==> config.mk <==
export PLATFORM = sky130hd
export DESIGN_NAME = rwr_front
export DESIGN_NICKNAME = d
export VERILOG_FILES = /design/src/rtl/rwr_pkg.sv /design/src/rtl/rwr_front.sv
export SDC_FILE = /design/constraint.sdc
export NUM_CORES = 1
export LEC_CHECK = 0
export BUFFER_PORTS_ARGS = -buffer_cell sky130_fd_sc_hd__buf_2
export CORE_MARGIN = 1
export CORE_UTILIZATION = 50
export DETAILED_ROUTE_END_ITERATION = 16
export GPL_TIMING_DRIVEN = 1
export PLACE_DENSITY_LB_ADDON = 0.15
export SYNTH_ARGS = -nofsm -noshare
export SYNTH_HDL_FRONTEND = slang
export SYNTH_SLANG_ARGS = --single-unit
==> constraint.sdc <==
create_clock -name vclk -period 3.85
set_clock_uncertainty 0.2 [all_clocks]
set_input_delay 0.1925 -clock vclk [all_inputs]
set_output_delay 0.1925 -clock vclk [all_outputs]
set_load 0.01 [all_outputs]
==> src/rtl/rwr_pkg.sv <==
`timescale 1ns / 1ps
// ----------------------------------------------------------------------------
// rwr_pkg - shared types and constants of the random walk rms block
// Field widths, opcodes, the queue entry layout and the quarter-wave sine ROM.
// ----------------------------------------------------------------------------
package rwr_pkg;

  // field widths
  localparam int STEP_W  = 16;
  localparam int ANGLE_W = 9;
  localparam int PART_W  = 7;
  localparam int OFS_W   = 24;
  localparam int RMS_W   = 25;
  localparam int CNT_W   = 32;
  localparam int SUM_W   = 56;

  // defaults for the top-level parameters
  localparam int DEF_PARTICLES     = 128;
  localparam int DEF_FRACTION_BITS = 12;

  // configuration port
  localparam int CFG_ADDR_W  = 3;
  localparam int CFG_DATA_W  = 32;
  localparam logic REG_STEP_LENGTH = 1'b0;
  localparam logic [STEP_W-1:0] STEP_RESET = 16'd4096;

  // opcodes
  localparam logic OP_RESTART = 1'b0;
  localparam logic OP_MOVE    = 1'b1;

  // angles in degrees
  localparam int QUARTER_DEG = 90;
  localparam int HALF_DEG    = 180;
  localparam int THREEQ_DEG  = 270;
  localparam int TURN_DEG    = 360;

  // sine ROM: round(sin(d) * 2^16), d = 0..90
  localparam int ROM_W        = 17;
  localparam int ROM_FRAC     = 16;
  localparam int TRIG_ENTRIES = 91;
  localparam int TRIG_IDX_W   = 7;

  localparam int OFS_MAX = 8388607;
  localparam int OFS_MIN = -8388608;

  localparam int QUEUE_DEPTH = 2;

  localparam logic [ROM_W-1:0] SIN_TABLE [TRIG_ENTRIES] = '{
    17'd0,     17'd1144,  17'd2287,  17'd3430,  17'd4572,
    17'd5712,  17'd6850,  17'd7987,  17'd9121,  17'd10252,
    17'd11380, 17'd12505, 17'd13626, 17'd14742, 17'd15855,
    17'd16962, 17'd18064, 17'd19161, 17'd20252, 17'd21336,
    17'd22415, 17'd23486, 17'd24550, 17'd25607, 17'd26656,
    17'd27697, 17'd28729, 17'd29753, 17'd30767, 17'd31772,
    17'd32768, 17'd33754, 17'd34729, 17'd35693, 17'd36647,
    17'd37590, 17'd38521, 17'd39441, 17'd40348, 17'd41243,
    17'd42126, 17'd42995, 17'd43852, 17'd44695, 17'd45525,
    17'd46341, 17'd47143, 17'd47930, 17'd48703, 17'd49461,
    17'd50203, 17'd50931, 17'd51643, 17'd52339, 17'd53020,
    17'd53684, 17'd54332, 17'd54963, 17'd55578, 17'd56175,
    17'd56756, 17'd57319, 17'd57865, 17'd58393, 17'd58903,
    17'd59396, 17'd59870, 17'd60326, 17'd60764, 17'd61183,
    17'd61584, 17'd61966, 17'd62328, 17'd62672, 17'd62997,
    17'd63303, 17'd63589, 17'd63856, 17'd64104, 17'd64332,
    17'd64540, 17'd64729, 17'd64898, 17'd65048, 17'd65177,
    17'd65287, 17'd65376, 17'd65446, 17'd65496, 17'd65526,
    17'd65536
  };

  // decoded item, as it sits in the queue
  typedef struct packed {
    logic                  op;
    logic [TRIG_IDX_W-1:0] cos_idx;
    logic                  cos_neg;
    logic [TRIG_IDX_W-1:0] sin_idx;
    logic                  sin_neg;
  } cmd_t;

  function automatic logic [ROM_W-1:0] sin_rom(input logic [TRIG_IDX_W-1:0] idx);
    return (idx > TRIG_IDX_W'(QUARTER_DEG)) ? SIN_TABLE[QUARTER_DEG] : SIN_TABLE[idx];
  endfunction

endpackage

==> src/rtl/rwr_front.sv <==
`timescale 1ns / 1ps
// ----------------------------------------------------------------------------
// rwr_front - input decode
// Reduces the angle modulo 360 and folds it into a quadrant: ROM indexes and
// signs for cosine and sine, pushed to the queue with the opcode.
// ----------------------------------------------------------------------------
module rwr_front
  import rwr_pkg::*;
(
  input  logic               in_valid,
  output logic               in_ready,
  input  logic               in_op,
  input  logic [ANGLE_W-1:0] in_angle_deg,
  output logic               push_valid,
  input  logic               push_ready,
  output cmd_t               push_cmd
);

  logic [ANGLE_W-1:0] ang;

  assign in_ready   = push_ready;
  assign push_valid = in_valid;

  always_comb begin
    if (in_angle_deg >= ANGLE_W'(TURN_DEG)) begin
      ang = in_angle_deg - ANGLE_W'(TURN_DEG);
    end else begin
      ang = in_angle_deg;
    end
  end

  always_comb begin
    push_cmd.op = in_op;
    priority if (ang <= ANGLE_W'(QUARTER_DEG)) begin
      push_cmd.cos_idx = TRIG_IDX_W'(ANGLE_W'(QUARTER_DEG) - ang);
      push_cmd.cos_neg = 1'b0;
      push_cmd.sin_idx = TRIG_IDX_W'(ang);
      push_cmd.sin_neg = 1'b0;
    end else if (ang <= ANGLE_W'(HALF_DEG)) begin
      push_cmd.cos_idx = TRIG_IDX_W'(ang - ANGLE_W'(QUARTER_DEG));
      push_cmd.cos_neg = 1'b1;
      push_cmd.sin_idx = TRIG_IDX_W'(ANGLE_W'(HALF_DEG) - ang);
      push_cmd.sin_neg = 1'b0;
    end else if (ang <= ANGLE_W'(THREEQ_DEG)) begin
      push_cmd.cos_idx = TRIG_IDX_W'(ANGLE_W'(THREEQ_DEG) - ang);
      push_cmd.cos_neg = 1'b1;
      push_cmd.sin_idx = TRIG_IDX_W'(ang - ANGLE_W'(HALF_DEG));
      push_cmd.sin_neg = 1'b1;
    end else begin
      push_cmd.cos_idx = TRIG_IDX_W'(ang - ANGLE_W'(THREEQ_DEG));
      push_cmd.cos_neg = 1'b0;
      push_cmd.sin_idx = TRIG_IDX_W'(ANGLE_W'(TURN_DEG) - ang);
      push_cmd.sin_neg = 1'b1;
    end
  end

endmodule

==> run summary <==
Relative area change from synthesis to final layout - 6.606%
Total wirelength of the detailed-routed design - 4415 um
Worst EP arrival - 3000 ps
Remaining antenna violation count - 0
Pre-CTS WS - 561.0 ps
Number of instances in the placed design - 249
Unrepaired setup endpoints after global routing - false
Critical setup path kind - in2out
Setup violators final - 0
Initial Utilization - 54.33%
Count of synthesis-stage warnings from yosys - 0
DP Wirelength - 3372 um
DRC violations left - 0
Final layout net count - 242
Final-layout clock buffer total - 0
Global placer's final weighted congestion - 0.9684
Max Slew Vio Count - 0
Placeable Area - 2545 sq um
Fill cell count - 262
Finished Cell Area - 1474 sq um
Count of buffers added by post-CTS timing repair for setup - 0
Via-to-Cell Ratio - 6.727
Highest ir drop seen on vdd - 0.1172 mV
Overall die height - 54.59 um
Number of standard cells in the final layout excluding fillers - 249
Count of buffers inserted at the top-level ports - 25
Die footprint - 2980 sq um
Crit path cell chain - buf_2 > inv_1 > ha_1 > and3b_1 > o211ai_2 > o22ai_1 > a21oi_1 > o21ai_1 > o21ai_0 > o21ai_0 > o211ai_1 > buf_2
Largest cells by area after synthesis - ha_1 8.1%, nand2_1 6.2%, o21ai_0 5.8%
Antenna fix cells - 0
Worst Path Required - 3460 ps
Standard cell with the maximum stage delay on the critical path - o21ai_1
Most common cell after layout, fill and taps aside - buf_2
Peak per-stage delay on the critical path - 630 ps
Type of element capturing the critical path - output pin
Vias after detailed routing - 1,675
End-of-flow core utilization - 57.92%
Die Width - 54.59 um
Post-synthesis cell type with the largest combined area - ha_1
Largest net degree at the start of global routing - 15
1st-iter DRT viols - 97
Period minus WS final - 3395 ps
Mapped Nets - 227
Post-layout total power - 0.2802 mW
Mapped Avg Cell Area - 6.712 sq um
Number of top-level pins - 31
Share of the clock period used by the worst path - 88.17%
Post-detailed-placement cell area - 1474 sq um
Average wire length per cell after detail routing - 17.73 um
Commonest cells after routing, fill and taps aside - 25 x buf_2, 23 x nand2_1, 21 x nor2_1
Register area - 0 sq um
Layout sequential cell count - 0
Dominant delay contributor by cell family on the critical path - compound AO/OA/AOI/OAI gates
Initial antenna violation count - 0
Number of hold-repair buffers added at the cts stage - 0
Unique masters post-synth - 66
Slew Limit Headroom - 50.23%
Min setup slack post-route - 455.4 ps
Synthesized area - 1383 sq um
Sum of overflow across all layers after global routing - 0
Fraction of layout cells with a size suffix above 1 - 20.55%
Number of buffer and inverter instances along the worst setup path - 3
Count of endpoints failing hold in the final timing report - 0
First-pass GRT wire length - 7051 um
Worst-margin pin slew - 741.5 ps
Worst min path class - in2out
Outcome - finished, final reports clean
Highest net fanout along the worst path - 8
Total negative slack - 0 ps
Leakage power figure - 0.6040 nW
Synth top area share - 8.145%
Part of the Yosys area used for sequential elements - 0%
Standard-cell row count - 18
Highest clock frequency the design can meet - 294.6 MHz
Startpoint kind of the worst setup timing path - input port
Post-cts resize count - 0
GR Util All Layers - 32.37%
MaxCap Viol Count - 0
Final hold slack - 185.0 ps
P per Cell Area - 190.1 nW/um^2
Vias in the first global route - 1,497
Pre-antenna DRT Iters - 5
Cells after Synth - 206
## layout make-up
cell class,count,area [sq um],area share [%]
multi-input combinational,182,1251,84.89
timing repair buffer,29,155.1,10.53
tap,30,37.54,2.547
inverter,8,30.03,2.037
## per-layer routing
layer  routed length [um]  global-route usage, %  up-vias
met1                 1923                  45.15      767
met4                   94                  9.402        0
met2                 2014                  52.81      101
li1                     -                      -      795
met3                  383                  1.389       12
met5                    0                      0        -
## Yosys cell counts (5+ instances only)
cell,n
nor2_1,21
a21oi_1,14
buf_4,5
nand3_1,6
a31oi_1,5
o21ai_0,16
xnor2_1,7
inv_1,7
buf_2,6
nand2_1,23
ha_1,9
and2_1,5
## cell families after synthesis
logic type	after synthesis	synth area share (%)
buffers and inverters	24	9.503
adder cells (fa/ha/maj)	9	8.145
AO/OA/AOI/OAI	79	41.54
XOR/XNOR	10	7.422
multiplexers	3	2.262
AND/OR/NAND/NOR	81	31.13
## where the power goes
group	switching, mW	internal, mW	leakage, nW	total [mW]
Clock	0	0	0	0
Combinational	0.172	0.108	0.604	0.280
Sequential	0	0	0	0
## path summary, 6_finish.rpt
| kind | start | endpoint | slack [ps] | cells past startpoint |
|---|---|---|---|---|
| worst min-delay path | in_op | push_cmd[16] | 190 | 0 |
| worst max-delay path | in_angle_deg[3] | push_cmd[12] | 460 | 12 |
Power figures use the tool's default switching activity.
