===== src/rtl/rwr_pkg.sv =====
`timescale 1ns / 1ps
// ----------------------------------------------------------------------------
// rwr_pkg - shared types and constants of the random walk rms block
// Field widths, opcodes, the queue entry layout and the quarter-wave sine ROM.
// ----------------------------------------------------------------------------
package rwr_pkg;

  // field widths
  localparam int STEP_W  = 16;
  localparam int ANGLE_W = 9;
  localparam int PART_W  = 7;
  localparam int OFS_W   = 24;
  localparam int RMS_W   = 25;
  localparam int CNT_W   = 32;
  localparam int SUM_W   = 56;

  // defaults for the top-level parameters
  localparam int DEF_PARTICLES     = 128;
  localparam int DEF_FRACTION_BITS = 12;

  // configuration port
  localparam int CFG_ADDR_W  = 3;
  localparam int CFG_DATA_W  = 32;
  localparam logic REG_STEP_LENGTH = 1'b0;
  localparam logic [STEP_W-1:0] STEP_RESET = 16'd4096;

  // opcodes
  localparam logic OP_RESTART = 1'b0;
  localparam logic OP_MOVE    = 1'b1;

  // angles in degrees
  localparam int QUARTER_DEG = 90;
  localparam int HALF_DEG    = 180;
  localparam int THREEQ_DEG  = 270;
  localparam int TURN_DEG    = 360;

  // sine ROM: round(sin(d) * 2^16), d = 0..90
  localparam int ROM_W        = 17;
  localparam int ROM_FRAC     = 16;
  localparam int TRIG_ENTRIES = 91;
  localparam int TRIG_IDX_W   = 7;

  localparam int OFS_MAX = 8388607;
  localparam int OFS_MIN = -8388608;

  localparam int QUEUE_DEPTH = 2;

  localparam logic [ROM_W-1:0] SIN_TABLE [TRIG_ENTRIES] = '{
    17'd0,     17'd1144,  17'd2287,  17'd3430,  17'd4572,
    17'd5712,  17'd6850,  17'd7987,  17'd9121,  17'd10252,
    17'd11380, 17'd12505, 17'd13626, 17'd14742, 17'd15855,
    17'd16962, 17'd18064, 17'd19161, 17'd20252, 17'd21336,
    17'd22415, 17'd23486, 17'd24550, 17'd25607, 17'd26656,
    17'd27697, 17'd28729, 17'd29753, 17'd30767, 17'd31772,
    17'd32768, 17'd33754, 17'd34729, 17'd35693, 17'd36647,
    17'd37590, 17'd38521, 17'd39441, 17'd40348, 17'd41243,
    17'd42126, 17'd42995, 17'd43852, 17'd44695, 17'd45525,
    17'd46341, 17'd47143, 17'd47930, 17'd48703, 17'd49461,
    17'd50203, 17'd50931, 17'd51643, 17'd52339, 17'd53020,
    17'd53684, 17'd54332, 17'd54963, 17'd55578, 17'd56175,
    17'd56756, 17'd57319, 17'd57865, 17'd58393, 17'd58903,
    17'd59396, 17'd59870, 17'd60326, 17'd60764, 17'd61183,
    17'd61584, 17'd61966, 17'd62328, 17'd62672, 17'd62997,
    17'd63303, 17'd63589, 17'd63856, 17'd64104, 17'd64332,
    17'd64540, 17'd64729, 17'd64898, 17'd65048, 17'd65177,
    17'd65287, 17'd65376, 17'd65446, 17'd65496, 17'd65526,
    17'd65536
  };

  // decoded item, as it sits in the queue
  typedef struct packed {
    logic                  op;
    logic [TRIG_IDX_W-1:0] cos_idx;
    logic                  cos_neg;
    logic [TRIG_IDX_W-1:0] sin_idx;
    logic                  sin_neg;
  } cmd_t;

  function automatic logic [ROM_W-1:0] sin_rom(input logic [TRIG_IDX_W-1:0] idx);
    return (idx > TRIG_IDX_W'(QUARTER_DEG)) ? SIN_TABLE[QUARTER_DEG] : SIN_TABLE[idx];
  endfunction

endpackage


===== src/rtl/rwr_root.sv =====
`timescale 1ns / 1ps
// ----------------------------------------------------------------------------
// rwr_root - mean and square root unit
// Divides the square sum by the particle count one byte per cycle with a
// reciprocal multiply, then a two-bits-per-step integer square root on the
// quotient, saturated to 25 bits.
// ----------------------------------------------------------------------------
module rwr_root
  import rwr_pkg::*;
#(
  parameter int PARTICLES = DEF_PARTICLES
) (
  input  logic             clk,
  input  logic             rst_n,
  input  logic             start,
  input  logic [SUM_W-1:0] dividend,
  output logic             done,
  output logic [RMS_W-1:0] rms
);

  localparam int DIG_W   = 8;
  localparam int DIGITS  = SUM_W / DIG_W;
  localparam int CLOG_P  = $clog2(PARTICLES);
  localparam int REM_W   = (CLOG_P > 0) ? CLOG_P : 1;
  localparam int DIV_N   = REM_W + DIG_W;
  localparam int DIV_K   = DIV_N + CLOG_P;
  localparam int RCP_W   = DIV_N + 1;
  localparam int PRD_W   = DIV_N + RCP_W;
  localparam int STEP_CW = $clog2(DIGITS);
  // ceil(2^K / P): exact quotient for every chunk below 2^DIV_N
  localparam longint RCP_VAL =
    ((longint'(1) << DIV_K) + longint'(PARTICLES) - longint'(1)) / longint'(PARTICLES);
  localparam logic [RCP_W-1:0]   RECIP    = RCP_W'(RCP_VAL);
  localparam logic [DIV_N-1:0]   DIVISOR  = DIV_N'(PARTICLES);
  localparam logic [STEP_CW-1:0] DIV_LAST = STEP_CW'(DIGITS - 1);
  localparam logic [SUM_W-1:0]   SQRT_TOP = SUM_W'(1) << (SUM_W - 2);

  typedef enum logic [3:0] {
    R_IDLE = 4'b0001,
    R_DIV  = 4'b0010,
    R_SQRT = 4'b0100,
    R_DONE = 4'b1000
  } root_state_t;

  root_state_t        state_r;
  root_state_t        state_nxt;
  logic [STEP_CW-1:0] cnt_r;
  logic [REM_W-1:0]   rem_r;
  logic [SUM_W-1:0]   quo_r;   // dividend/quotient, then the sqrt radicand
  logic [SUM_W-1:0]   res_r;
  logic [SUM_W-1:0]   bit_r;

  logic [DIV_N-1:0]   chunk;
  logic [PRD_W-1:0]   prd;
  logic [DIG_W-1:0]   qdig;
  logic [REM_W-1:0]   rem_step;
  logic [SUM_W-1:0]   quo_step;
  logic [SUM_W-1:0]   cand;
  logic               fits;

  always_comb begin
    chunk    = {rem_r, quo_r[SUM_W-1 -: DIG_W]};
    prd      = PRD_W'(chunk) * PRD_W'(RECIP);
    qdig     = DIG_W'(prd >> DIV_K);
    rem_step = REM_W'(chunk - DIV_N'(qdig) * DIVISOR);
    quo_step = {quo_r[SUM_W-DIG_W-1:0], qdig};
    cand     = res_r + bit_r;
    fits     = (quo_r >= cand);
  end

  always_comb begin
    state_nxt = state_r;
    unique case (state_r)
      R_IDLE: begin
        if (start) state_nxt = R_DIV;
      end
      R_DIV: begin
        if (cnt_r == DIV_LAST) state_nxt = R_SQRT;
      end
      R_SQRT: begin
        if (bit_r[0]) state_nxt = R_DONE;
      end
      R_DONE: begin
        state_nxt = R_IDLE;
      end
      default: begin
        state_nxt = R_IDLE;
      end
    endcase
  end

  always_ff @(posedge clk) begin
    if (!rst_n) begin
      state_r <= R_IDLE;
      cnt_r   <= '0;
    end else begin
      state_r <= state_nxt;
      if (state_r == R_IDLE) begin
        cnt_r <= '0;
      end else if (state_r == R_DIV) begin
        cnt_r <= cnt_r + STEP_CW'(1);
      end
    end
  end

  always_ff @(posedge clk) begin
    unique case (state_r)
      R_IDLE: begin
        if (start) begin
          quo_r <= dividend;
          rem_r <= '0;
        end
      end
      R_DIV: begin
        rem_r <= rem_step;
        quo_r <= quo_step;
        if (cnt_r == DIV_LAST) begin
          res_r <= '0;
          bit_r <= SQRT_TOP;
        end
      end
      R_SQRT: begin
        if (fits) begin
          quo_r <= quo_r - cand;
          res_r <= (res_r >> 1) + bit_r;
        end else begin
          res_r <= res_r >> 1;
        end
        bit_r <= bit_r >> 2;
      end
      default: begin
      end
    endcase
  end

  assign done = (state_r == R_DONE);
  assign rms  = (|res_r[SUM_W-1:RMS_W]) ? '1 : res_r[RMS_W-1:0];

endmodule


===== config.mk =====
export PLATFORM = sky130hd
export DESIGN_NAME = rwr_root
export DESIGN_NICKNAME = d
export VERILOG_FILES = /design/src/rtl/rwr_pkg.sv /design/src/rtl/rwr_root.sv
export SDC_FILE = /design/constraint.sdc
export NUM_CORES = 1
export LEC_CHECK = 0
export ABC_AREA = 0
export BUFFER_PORTS_ARGS = -buffer_cell sky130_fd_sc_hd__buf_2
export CELL_PAD_IN_SITES_DETAIL_PLACEMENT = 0
export CELL_PAD_IN_SITES_GLOBAL_PLACEMENT = 1
export CORE_UTILIZATION = 49
export CTS_BUF_LIST = sky130_fd_sc_hd__clkbuf_8
export CTS_CLUSTER_SIZE = 14
export DETAILED_ROUTE_END_ITERATION = 8
export PLACE_DENSITY = 0.89
export SYNTH_ARGS = -nofsm -noshare
export SYNTH_HDL_FRONTEND = slang
export SYNTH_SLANG_ARGS = --single-unit

===== constraint.sdc =====
create_clock -name clk -period 11.9 [get_ports clk]
set_input_delay 1.785 -clock clk [delete_from_list [all_inputs] [get_ports clk]]
set_output_delay 1.785 -clock clk [all_outputs]
set_load 0.005 [all_outputs]

==> flow_metrics.py <==
metrics = {
    "outcome": {
        "status": "finished, final reports clean",
    },
    "floorplan": {
        "core_sq_mm": 0.0279,
        "rows": 61,
        "start_util_pct": 50.2,
        "dieArea_sq_mm": 0.0293,
        "die_y_um": 171,
        "die_w_um": 171,
        "pin_count": 85,
    },
    "setup_path": {
        "slowest_delay_ns": 0.62,
        "crit_arrival_ns": 6.36,
        "cp-start-kind": "flop",
        "reg2reg_depth": 21,
        "crit_type": "reg2reg",
        "required_ns": 12.00,
        "end_kind": "flop",
        "critical_path.cell_chain": "ha_1 -> a21oi_1 -> o21ai_0 -> nand4_1 -> a211oi_1 -> a31oi_1 -> o21ai_1 -> a21oi_1 -> o21ai_0 -> nand2_1 -> xor2_1 -> ha_1 -> and2_1 -> nand3_1 -> nor4_1 -> nand3_1 -> nand2_1 -> nor2_1 -> a21o_4 -> a221oi_4 -> buf_4",
        "cp_slowest_cell": "buf_4",
        "path_max_fanout": 56,
    },
    "layout": {
        "seq_area_sq_mm": 0.00455,
        "diodes": 0,
        "drive_above_1_share_pct": 11.4,
        "multi_input_area_sq_mm": 0.00905,
        "area_growth_pct": 7.23,
        "n_fill_cell": 2655,
        "fin_cells": 1998,
        "postLayoutCellArea_sq_mm": 0.0150,
        "nets": 1783,
    },
    "placement": {
        "hpwl_mm": 31.2,
        "globalplace.congestion": 0.961,
        "dp_cells": 1966,
        "io_buffers": 84,
        "dpl_cell_area_sq_mm": 0.0146,
    },
    "clocking": {
        "cts_tree": "done",
        "cts_root_buffer": "clkbuf_8",
        "clock_latency_ns": 0.48,
        "htreeDepth": 4,
        "clockBufferDepth": 2,
        "numClockSinks": 154,
        "cts-resized-gates": 0,
        "cts_buffers": 17,
        "cts_hold_buf": 0,
        "cts.clk_slew.worst_paths_ns": 0.10,
        "post_cts_buffers": 0,
    },
    "timing": {
        "whs_ns": 0.532,
        "max_freq_mhz": 160,
        "hold_viol": 0,
        "fin_tns_setup_ns": 0,
        "period_share_pct": 52.6,
        "final_max_slew_viol_count": 0,
        "grt_setup_unrepaired": "no",
        "finalSetupViolCount": 0,
        "min_period_ns": 6.25,
        "tightestPinTransition_ns": 1.01,
        "fin_skew_ns": 0.0205,
        "maxSlewHeadroom_pct": 32.4,
    },
    "grt": {
        "grt_pass1_vias": 11600,
        "grt_antenna_before_repair": 0,
        "grt_pass1_wl_mm": 64.3,
        "grt-ovfl-total": 0,
        "grt_usage_pct": 28.7,
        "grt_max_degree": 73,
    },
    "yosys": {
        "synth_seq_cells": 154,
        "syn_nets": 1758,
        "syn_area_per_cell_sq_um": 8.86,
        "ys_types": 81,
        "syn_inst": 1582,
        "synth_edf_count": 147,
        "ys_seq_area_share_pct": 32.5,
        "synth_common_cells": "147 x edfxtp_1, 140 x nand2_1, 130 x nor2_1",
        "synthFlopType": "edfxtp_1",
        "synthDominantCellAreaShare_pct": 31.5,
        "synth.most_common_cell": "edfxtp_1",
        "synth_area_leaders": "edfxtp_1 31%, ha_1 10%, xor2_1 5.4%",
        "synth.cell_area_sq_mm": 0.0140,
        "yosys_warnings": 0,
        "synth.largest_area_cell": "edfxtp_1",
        "async_flop_share_pct": 0,
    },
    "power": {
        "power_density_mw_per_mm2": 116,
        "p_leak_nw": 5.63,
        "total_power_mw": 1.75,
        "vdd_ir_drop_max_v": 0.0000669,
    },
    "route": {
        "wl_per_cell_um": 20.8,
        "drc": 0,
        "drt_iter0_drc": 1307,
        "routed_via_density": 6.26,
        "drt_pre_antenna_iters": 7,
        "antenna_left": 0,
        "vias": 12500,
        "routed_wl_mm": 41.5,
    },
    "min_path": {
        "holdPathStages": 2,
        "hold_class": "reg2reg",
    },
    "run": {
        "maxCapViolCount": 0,
    },
}
[layout make-up]
| cell class | instances | share of cell area, % |
|---|---|---|
| Clock buffer | 19 | 1.74 |
| Clock inverter | 13 | 0.891 |
| Inverter | 21 | 0.533 |
| Multi-Input combinational cell | 1321 | 60.2 |
| Sequential cell | 154 | 30.3 |
| Tap cell | 378 | 3.15 |
| Timing Repair Buffer | 92 | 3.20 |
[metrics by stage]
step                      setup slack, ns  util (%)
after floorplan                      2.61         -
after global placement               5.89      52.4
after detailed placement             5.72      52.4
after CTS                            5.70      53.8
after global routing                 5.20      53.8
final                                5.65      53.8
[state kept, by name, indices dropped and copies added, names as in the netlist]
register  count
state_r       4
bit_r        28
quo_r        56
res_r        56
rem_r         7
cnt_r         3
[cells by family after synthesis]
group / share of synthesized area (%)
compound gates: 26.4
xor+xnor: 9.12
fa+ha+maj: 10.5
buf+inv: 3.34
flops: 32.5
mux: 0.0714
simple gates: 18.1
[worst max-delay path: cells and delay by family (launching register included)]
family / cells / cell delay [ns]
AOI/OAI and AO/OA: 9 / 2.41
xor gates and xnor gates: 1 / 0.16
and+or+nand+nor: 8 / 1.38
adders and majority gates: 2 / 0.76
buffers and inverters: 1 / 0.62
DFF: 1 / 0.48
[layout by cell type (no fill, tap or decap), types with 13 or more instances in the layout]
cell,n
edfxtp_1,147
nand2_1,139
nor2_1,129
ha_1,116
o21ai_0,110
a21oi_1,104
xor2_1,87
buf_2,84
xnor2_1,59
a22oi_1,54
a31oi_1,47
and2_1,43
a21o_1,42
or3_1,41
nand4_1,37
o21ai_1,33
nand3_1,25
o21bai_1,25
nor3_1,21
inv_1,20
a211oi_2,20
clkbuf_8,19
nor2b_1,16
nand2b_1,15
a31o_2,13
[layer usage]
layer,part of all wire [%],up-vias,global-route usage (%)
li1,-,6022,-
met3,7.9,51,3.72
met2,43,482,43.0
met4,2.3,0,8.70
met5,0,-,0
met1,47,5950,42.5
[path summary, 6_finish.rpt]
kind                               start        to  slack (ns)
worst max-delay path            res_r[2]  quo_r[9]        5.65
worst min-delay path            cnt_r[1]  cnt_r[1]        0.53
worst min register to register  cnt_r[1]  cnt_r[1]        0.53
worst max register to register  res_r[2]  quo_r[9]        5.65
[where the power goes]
group / leakage [nW] / switching, mW / internal, mW / total, mW
Sequential: 1.32 / 0.0507 / 0.654 / 0.705
Clock: 0.192 / 0.237 / 0.182 / 0.420
Combinational: 4.13 / 0.390 / 0.234 / 0.625
Total: 5.63 / 0.679 / 1.07 / 1.75
Power figures use the tool's default switching activity.
