$ cat src/rtl/rwr_pkg.sv
`timescale 1ns / 1ps
// ----------------------------------------------------------------------------
// rwr_pkg - shared types and constants of the random walk rms block
// Field widths, opcodes, the queue entry layout and the quarter-wave sine ROM.
// ----------------------------------------------------------------------------
package rwr_pkg;

  // field widths
  localparam int STEP_W  = 16;
  localparam int ANGLE_W = 9;
  localparam int PART_W  = 7;
  localparam int OFS_W   = 24;
  localparam int RMS_W   = 25;
  localparam int CNT_W   = 32;
  localparam int SUM_W   = 56;

  // defaults for the top-level parameters
  localparam int DEF_PARTICLES     = 128;
  localparam int DEF_FRACTION_BITS = 12;

  // configuration port
  localparam int CFG_ADDR_W  = 3;
  localparam int CFG_DATA_W  = 32;
  localparam logic REG_STEP_LENGTH = 1'b0;
  localparam logic [STEP_W-1:0] STEP_RESET = 16'd4096;

  // opcodes
  localparam logic OP_RESTART = 1'b0;
  localparam logic OP_MOVE    = 1'b1;

  // angles in degrees
  localparam int QUARTER_DEG = 90;
  localparam int HALF_DEG    = 180;
  localparam int THREEQ_DEG  = 270;
  localparam int TURN_DEG    = 360;

  // sine ROM: round(sin(d) * 2^16), d = 0..90
  localparam int ROM_W        = 17;
  localparam int ROM_FRAC     = 16;
  localparam int TRIG_ENTRIES = 91;
  localparam int TRIG_IDX_W   = 7;

  localparam int OFS_MAX = 8388607;
  localparam int OFS_MIN = -8388608;

  localparam int QUEUE_DEPTH = 2;

  localparam logic [ROM_W-1:0] SIN_TABLE [TRIG_ENTRIES] = '{
    17'd0,     17'd1144,  17'd2287,  17'd3430,  17'd4572,
    17'd5712,  17'd6850,  17'd7987,  17'd9121,  17'd10252,
    17'd11380, 17'd12505, 17'd13626, 17'd14742, 17'd15855,
    17'd16962, 17'd18064, 17'd19161, 17'd20252, 17'd21336,
    17'd22415, 17'd23486, 17'd24550, 17'd25607, 17'd26656,
    17'd27697, 17'd28729, 17'd29753, 17'd30767, 17'd31772,
    17'd32768, 17'd33754, 17'd34729, 17'd35693, 17'd36647,
    17'd37590, 17'd38521, 17'd39441, 17'd40348, 17'd41243,
    17'd42126, 17'd42995, 17'd43852, 17'd44695, 17'd45525,
    17'd46341, 17'd47143, 17'd47930, 17'd48703, 17'd49461,
    17'd50203, 17'd50931, 17'd51643, 17'd52339, 17'd53020,
    17'd53684, 17'd54332, 17'd54963, 17'd55578, 17'd56175,
    17'd56756, 17'd57319, 17'd57865, 17'd58393, 17'd58903,
    17'd59396, 17'd59870, 17'd60326, 17'd60764, 17'd61183,
    17'd61584, 17'd61966, 17'd62328, 17'd62672, 17'd62997,
    17'd63303, 17'd63589, 17'd63856, 17'd64104, 17'd64332,
    17'd64540, 17'd64729, 17'd64898, 17'd65048, 17'd65177,
    17'd65287, 17'd65376, 17'd65446, 17'd65496, 17'd65526,
    17'd65536
  };

  // decoded item, as it sits in the queue
  typedef struct packed {
    logic                  op;
    logic [TRIG_IDX_W-1:0] cos_idx;
    logic                  cos_neg;
    logic [TRIG_IDX_W-1:0] sin_idx;
    logic                  sin_neg;
  } cmd_t;

  function automatic logic [ROM_W-1:0] sin_rom(input logic [TRIG_IDX_W-1:0] idx);
    return (idx > TRIG_IDX_W'(QUARTER_DEG)) ? SIN_TABLE[QUARTER_DEG] : SIN_TABLE[idx];
  endfunction

endpackage

$ cat src/rtl/rwr_queue.sv
`timescale 1ns / 1ps
// ----------------------------------------------------------------------------
// rwr_queue - command queue
// Small FIFO of decoded items between the front decode and the back engine.
// ----------------------------------------------------------------------------
module rwr_queue
  import rwr_pkg::*;
(
  input  logic clk,
  input  logic rst_n,
  input  logic push_valid,
  output logic push_ready,
  input  cmd_t push_cmd,
  output logic pop_valid,
  input  logic pop,
  output cmd_t pop_cmd
);

  localparam int PTR_W = (QUEUE_DEPTH > 1) ? $clog2(QUEUE_DEPTH) : 1;
  localparam int QCNT_W = $clog2(QUEUE_DEPTH + 1);
  localparam logic [PTR_W-1:0] PTR_LAST = PTR_W'(QUEUE_DEPTH - 1);

  cmd_t              slot_r [QUEUE_DEPTH];
  logic [PTR_W-1:0]  wr_ptr_r;
  logic [PTR_W-1:0]  rd_ptr_r;
  logic [QCNT_W-1:0] count_r;
  logic              push_en;
  logic              pop_en;

  assign push_ready = (count_r != QCNT_W'(QUEUE_DEPTH));
  assign pop_valid  = (count_r != '0);
  assign push_en    = push_valid && push_ready;
  assign pop_en     = pop && pop_valid;
  assign pop_cmd    = slot_r[rd_ptr_r];

  always_ff @(posedge clk) begin
    if (push_en) begin
      slot_r[wr_ptr_r] <= push_cmd;
    end
  end

  always_ff @(posedge clk) begin
    if (!rst_n) begin
      wr_ptr_r <= '0;
      rd_ptr_r <= '0;
      count_r  <= '0;
    end else begin
      if (push_en) begin
        wr_ptr_r <= (wr_ptr_r == PTR_LAST) ? '0 : wr_ptr_r + PTR_W'(1);
      end
      if (pop_en) begin
        rd_ptr_r <= (rd_ptr_r == PTR_LAST) ? '0 : rd_ptr_r + PTR_W'(1);
      end
      if (push_en && !pop_en) begin
        count_r <= count_r + QCNT_W'(1);
      end else if (pop_en && !push_en) begin
        count_r <= count_r - QCNT_W'(1);
      end
    end
  end

`ifndef NO_ASSERTIONS
  a_count_bound: assert property (@(posedge clk) disable iff (!rst_n)
    count_r <= QCNT_W'(QUEUE_DEPTH))
    else $error("queue count beyond depth");

  a_pop_nonempty: assert property (@(posedge clk) disable iff (!rst_n)
    pop |-> pop_valid)
    else $error("pop from empty queue");

  a_count_track: assert property (@(posedge clk) disable iff (!rst_n)
    (push_en && !pop_en) |=> (count_r == $past(count_r) + QCNT_W'(1)))
    else $error("queue count missed a push");
`endif

endmodule

$ cat config.mk
export PLATFORM = sky130hd
export DESIGN_NAME = rwr_queue
export DESIGN_NICKNAME = d
export VERILOG_FILES = /design/src/rtl/rwr_pkg.sv /design/src/rtl/rwr_queue.sv
export SDC_FILE = /design/constraint.sdc
export NUM_CORES = 1
export LEC_CHECK = 0
export ABC_AREA = 1
export BUFFER_PORTS_ARGS = -buffer_cell sky130_fd_sc_hd__buf_2
export CAP_MARGIN = 20
export CORE_UTILIZATION = 45
export DETAILED_ROUTE_END_ITERATION = 10
export PLACE_DENSITY = 0.7
export RECOVER_POWER = 50
export SLEW_MARGIN = 20
export SYNTH_ARGS = -nofsm -noshare
export SYNTH_HDL_FRONTEND = slang
export SYNTH_SLANG_ARGS = --single-unit
$ cat constraint.sdc
create_clock -name clk -period 2.8 [get_ports clk]
set_input_delay 0.28 -clock clk [delete_from_list [all_inputs] [get_ports clk]]
set_output_delay 0.28 -clock clk [all_outputs]
set_load 0.02 [all_outputs]
==> impl_metrics.json, run 1 <==
{
  "p_leak_nw": 0.724,
  "synth_top_family_by_area": "multiplexers",
  "rsz0062_at_grt": "no",
  "maxCapViolCount": 0,
  "hold_violations": 0,
  "hpwl_mm": 1.72,
  "netlist_area_um2": 1520,
  "antenna_left": 0,
  "core_um2": 3130,
  "initial_core_util_pct": 48.6,
  "antenna_found_initial": 0,
  "grt_pass1_vias": 848,
  "synth_nets": 112,
  "synthTopCellsByArea": "edfxtp_1 67%, mux2_4 9.9%, dfxtp_1 6.6%, mux2_2 5.2%, nand2_1 2.2%",
  "via_per_inst": 4.58,
  "gp_congestion": 0.612,
  "ys_seq_area_share_pct": 73.7,
  "io_pins": 40,
  "grt-ovfl-total": 0,
  "fin_setup_tns_ns": 0,
  "synth-seq-cells": 39,
  "worstRegToRegCells": 5,
  "grt_max_degree": 13,
  "numCtsBuffers": 5,
  "worst_ir_drop_vdd_uv": 395,
  "critPathLaunchType": "register",
  "synthAdderAreaFrac_pct": 0.822,
  "post_cts_buffers": 0,
  "drive_above_1_share_pct": 41.3,
  "layout_commonest_cell": "edfxtp_1",
  "synth_xor_area_share_pct": 0,
  "cp.arrival_ns": 1.76,
  "io_buffers": 39,
  "post-route-period-util_pct": 72.7,
  "worstHoldEndpoint": "slot_r[1][9]",
  "layout_min_cycle_time_ns": 2.04,
  "antenna_cells_inserted": 0,
  "routed_wl_mm": 2.29,
  "layout_common_cells": "34 x edfxtp_1, 30 x buf_2, 10 x mux2_4, 10 x clkbuf_1, 9 x nand2_1",
  "fin_skew_ns": 0.0164,
  "crit_slowest_cell": "dfxtp_1",
  "crit_type": "register to primary output",
  "setup_viol": 0,
  "timing.rr.end": "slot_r[0][2]",
  "synth_mux_area_share_pct": 15.0,
  "nFillCells": 267,
  "grt_pass1_wl_mm": 3.57,
  "clkTransAtPathRegs_ns": 0.12,
  "critPathCaptureType": "primary output",
  "synth.distinct_cells": 16,
  "worstMarginPinSlew_ns": 0.597,
  "r2r_slack_ns": 1.08,
  "cts_resized": 0,
  "synth_compound_area_share_pct": 1.48,
  "hold_depth": 1,
  "yosysTopAreaCellShare_pct": 67.1,
  "area_delta_synth_final_pct": 19.1,
  "clk_latency_ns": 0.34,
  "synth_area_leader_cell": "edfxtp_1",
  "cts_root_buffer": "clkbuf_4",
  "max_freq_mhz": 491,
  "clockBufferDepth": 2,
  "powerDensity_nw_per_um2": 864,
  "crit_family": "flip-flops",
  "fp-row-count": 20,
  "cts_sinks": 39,
  "worst_hold_startpoint": "push_cmd[9]",
  "crit_cells": 3,
  "slew_headroom_pct": 60.0,
  "critPathMaxStageDelay_ns": 0.69,
  "status": "completed",
  "r2r-start": "count_r[0]",
  "track_usage_pct": 14.7,
  "final_nets": 159,
  "die-area_um2": 3620,
  "synth_cells": 90,
  "power.total_mw": 1.56,
  "path_buf_inv": 2,
  "routedWlPerCell_um": 12.6,
  "drv_slew": 0,
  "drt_first_pass_iters": 4,
  "crit_required_ns": 2.52,
  "drc": 0,
  "cts_max_level": 2,
  "vias": 834,
  "fp.dieH_um": 60.1,
  "first_iter_violations": 20,
  "hold_buffers": 0,
  "yosys_warnings": 0,
  "die_w_um": 60.1,
  "min_path_type": "input pin to register",
  "path_max_fanout": 12,
  "synth_area_per_cell_um2": 16.9,
  "cp_cell_sequence": "buf_4, mux2_4, buf_2",
  "yosys.area_share.simple_pct": 4.93,
  "tritoncts": "yes"
}
==> per-stage QoR <==
step                      util [%]  area (um^2)  std cells  hold slack, ns  setup WS, ns
after global placement        56.4         1760        174           0.467          1.09
after detailed placement      56.4         1760        174           0.471          1.08
final                         57.9         1810        182           0.120         0.763
after CTS                     58.3         1820        182           0.109         0.717
after global routing          57.9         1810        182          0.0888         0.646
after floorplan                  -         1520         90           0.379         0.958
==> flip-flops by register name (all words and copies together), names as in the netlist, named ones only <==
register	cells
slot_r	34
wr_ptr_r	1
rd_ptr_r	1
count_r	2
==> cells by family after synthesis <==
kind of cell | Yosys count
AND/OR/NAND/NOR | 19
flip-flops | 39
buffers and inverters | 10
AO/OA/AOI/OAI | 4
adder cells (fa/ha/maj) | 1
multiplexers | 17
==> worst register-to-register path: stages (launching register included) <==
cell and delay (ns):
dfxtp_1 0.37, inv_1 0.09, nand2_1 0.09, nand2_1 0.09, nor2_1 0.48, buf_4 0.32
==> where the power goes <==
part | internal, mW | total [mW] | leakage, nW | switching (mW)
Sequential | 0.737 | 0.788 | 0.359 | 0.0511
Clock | 0.122 | 0.287 | 0.0353 | 0.165
Combinational | 0.208 | 0.490 | 0.330 | 0.282
Total | 1.07 | 1.56 | 0.724 | 0.498
==> cell usage after synthesis <==
cell,number
inv_1,7
nand4_1,1
nand3_1,1
inv_2,1
a21oi_1,1
mux2_2,7
nor2_1,8
buf_6,1
ha_1,1
buf_12,1
edfxtp_1,34
o21a_1,1
dfxtp_1,5
o21ai_0,2
nand2_1,9
mux2_4,10
==> final cells by class <==
cell class              count  area (um^2)  area share, %
flip-flops and latches     39         1120           61.9
repair buffers             42          206           11.4
clock inverters             1         5.00          0.276
multi-input cells          41          339           18.7
clock buffers               7         55.1           3.04
well taps                  44         55.1           3.04
inverters                   8         30.0           1.66
==> how the worst max path moves through the flow <==
stage                           from      endpoint  slack (ns)
after floorplan           count_r[0]  slot_r[1][0]        0.96
after global placement      register   pop_cmd[14]        1.09
after detailed placement    register   pop_cmd[12]        1.08
after CTS                   register   pop_cmd[12]        0.72
after global routing        register   pop_cmd[12]        0.65
final                       register   pop_cmd[12]        0.76
==> layer usage <==
metal  wire (um)  up-vias  track usage, %
met5           0        -               0
met4          32        0            11.0
met3         115        4            5.41
met2        1300       21            25.6
met1         840      393            13.8
li1            -      416               -
Power figures use the tool's default switching activity.
==> inputs of run 2 (changes only) <==
==> constraint.sdc (replaced) <==
create_clock -name clk -period 2.1 [get_ports clk]
set_input_delay 0.21 -clock clk [delete_from_list [all_inputs] [get_ports clk]]
set_output_delay 0.21 -clock clk [all_outputs]
set_load 0.02 [all_outputs]
==> impl_metrics.json, run 2 (synthesized netlist as in run 1, its figures left out) <==
{
  "die_w_um": 60.1,
  "min_path_type": "input pin to register",
  "vias": 854,
  "layout_commonest_cell": "edfxtp_1",
  "fin_skew_ns": 0.00805,
  "cts_resized": 0,
  "path_buf_inv": 2,
  "highest_layer": "met4",
  "grt_pass1_vias": 824,
  "max_freq_mhz": 534,
  "critPathMaxStageDelay_ns": 0.52,
  "finish.instance_area_um2": 1800,
  "hpwl_mm": 1.64,
  "drive_above_1_share_pct": 37.7,
  "grt_max_degree": 18,
  "io_pins": 40,
  "wl_met1_um": 883,
  "wl_met2_mm": 1.23,
  "routed_wl_mm": 2.25,
  "crit_cells": 3,
  "post-route-period-util_pct": 89.2,
  "final_nets": 159,
  "worstRegToRegCells": 5,
  "antenna_cells_inserted": 0,
  "slew_headroom_pct": 37.1,
  "drc": 0,
  "io_buffers": 39,
  "cts_root_buffer": "clkbuf_4",
  "intPower_mw": 1.38,
  "layout_min_cycle_time_ns": 1.87,
  "drv_slew": 0,
  "critPathCaptureType": "primary output",
  "die-area_um2": 3620,
  "worstMarginPinSlew_ns": 0.944,
  "antenna_found_initial": 0,
  "numCtsBuffers": 5,
  "routedWlPerCell_um": 12.3,
  "fp.dieH_um": 60.1,
  "layout_common_cells": "34 x edfxtp_1, 27 x buf_2, 13 x clkbuf_1",
  "top_register": "slot_r",
  "wl_met3_um": 108,
  "antenna_left": 0,
  "p_leak_nw": 0.703,
  "critPathLaunchType": "register",
  "crit_slowest_cell": "dfxtp_1",
  "crit_type": "register to primary output",
  "cts_sinks": 39,
  "hold_buffers": 0,
  "grt_pass1_wl_mm": 3.48,
  "fin_setup_tns_ns": 0,
  "area_delta_synth_final_pct": 18.1,
  "cp.arrival_ns": 1.66,
  "initial_core_util_pct": 48.6,
  "nFillCells": 280,
  "fp-row-count": 20,
  "post_cts_buffers": 0,
  "drt_first_pass_iters": 4,
  "multi_input_area_um2": 339,
  "combinationalPowerShare_pct": 32.3,
  "p_sw_uw": 660,
  "maxCapViolCount": 0,
  "seq_area_um2": 1120,
  "power_frac_clock_pct": 16.8,
  "powerDensity_nw_per_um2": 1130,
  "worst_ir_drop_vdd_uv": 744,
  "hold_depth": 1,
  "gp_congestion": 0.715,
  "clockBufferDepth": 2,
  "clk_latency_ns": 0.33,
  "hold_violations": 0,
  "core_um2": 3130,
  "reg_top3": "slot_r x34, count_r x2",
  "path_max_fanout": 11,
  "cp_cell_sequence": "buf_4, mux2_2, buf_2",
  "cts_max_level": 2,
  "first_iter_violations": 31,
  "via_per_inst": 4.69,
  "largest_register_ff_count": 34,
  "setup_viol": 0,
  "status": "completed",
  "track_usage_pct": 14.4,
  "rsz0062_at_grt": "no",
  "p_seq_share_pct": 50.9,
  "crit_family": "flip-flops",
  "place_area_um2": 1760,
  "tritoncts": "yes",
  "swShare_pct": 32.4,
  "grt-ovfl-total": 0,
  "crit_required_ns": 1.89,
  "clkTransAtPathRegs_ns": 0.10
}
## run 2: cell count changes in the layout (fill, tap and decap cells not counted), sizes merged
cell	previous run	this run
buf	33	29
clkbuf	16	18
clkinv	1	2
clkinvlp	0	1
## run 2: cell type report
cell class,count,area share (%)
Clock inverter,3,0.836
Inverter,8,1.67
Clock buffer,5,2.09
Timing Repair Buffer,42,11.1
Sequential cell,39,62.4
Multi-Input combinational cell,41,18.9
Tap cell,44,3.06
## run 2: final timing paths
| check | slack (ns) | startpoint | endpoint |
|---|---|---|---|
| worst max-delay path | 0.23 | register | pop_cmd[1] |
| worst min-delay path | 0.06 | push_cmd[7] | slot_r[0][7] |
| worst max register to register | 0.30 | count_r[0] | slot_r[0][5] |
| worst min register to register | 0.52 | wr_ptr_r | wr_ptr_r |
## run 2: metal layers
layer | track usage, % | vias to the layer above
met3 | 6.49 | 5
li1 | - | 418
met5 | 0 | -
met4 | 6.98 | 0
met1 | 13.7 | 410
met2 | 25.7 | 21
## run 2: per-stage QoR
stage,hold WS (ns),power [mW],util (%),std cells,setup WS (ns)
detailed placement,0.401,1.74,56.4,174,0.573
global placement,0.399,1.72,56.4,174,0.614
CTS,0.0414,2.09,58.0,182,0.188
finish,0.0591,2.04,57.4,182,0.227
floorplan,0.309,1.57,-,90,0.258
global route,0.0239,2.17,57.4,182,0.104
## run 2: power groups by stage
stage	logic, mW	registers [mW]	clock network [mW]
3_5_place_dp	0.682	1.06	0
3_3_place_gp	0.667	1.05	0
2_1_floorplan	0.531	1.03	0
6_report	0.658	1.04	0.343
4_1_cts	0.684	1.04	0.362
5_1_grt	0.721	1.05	0.396
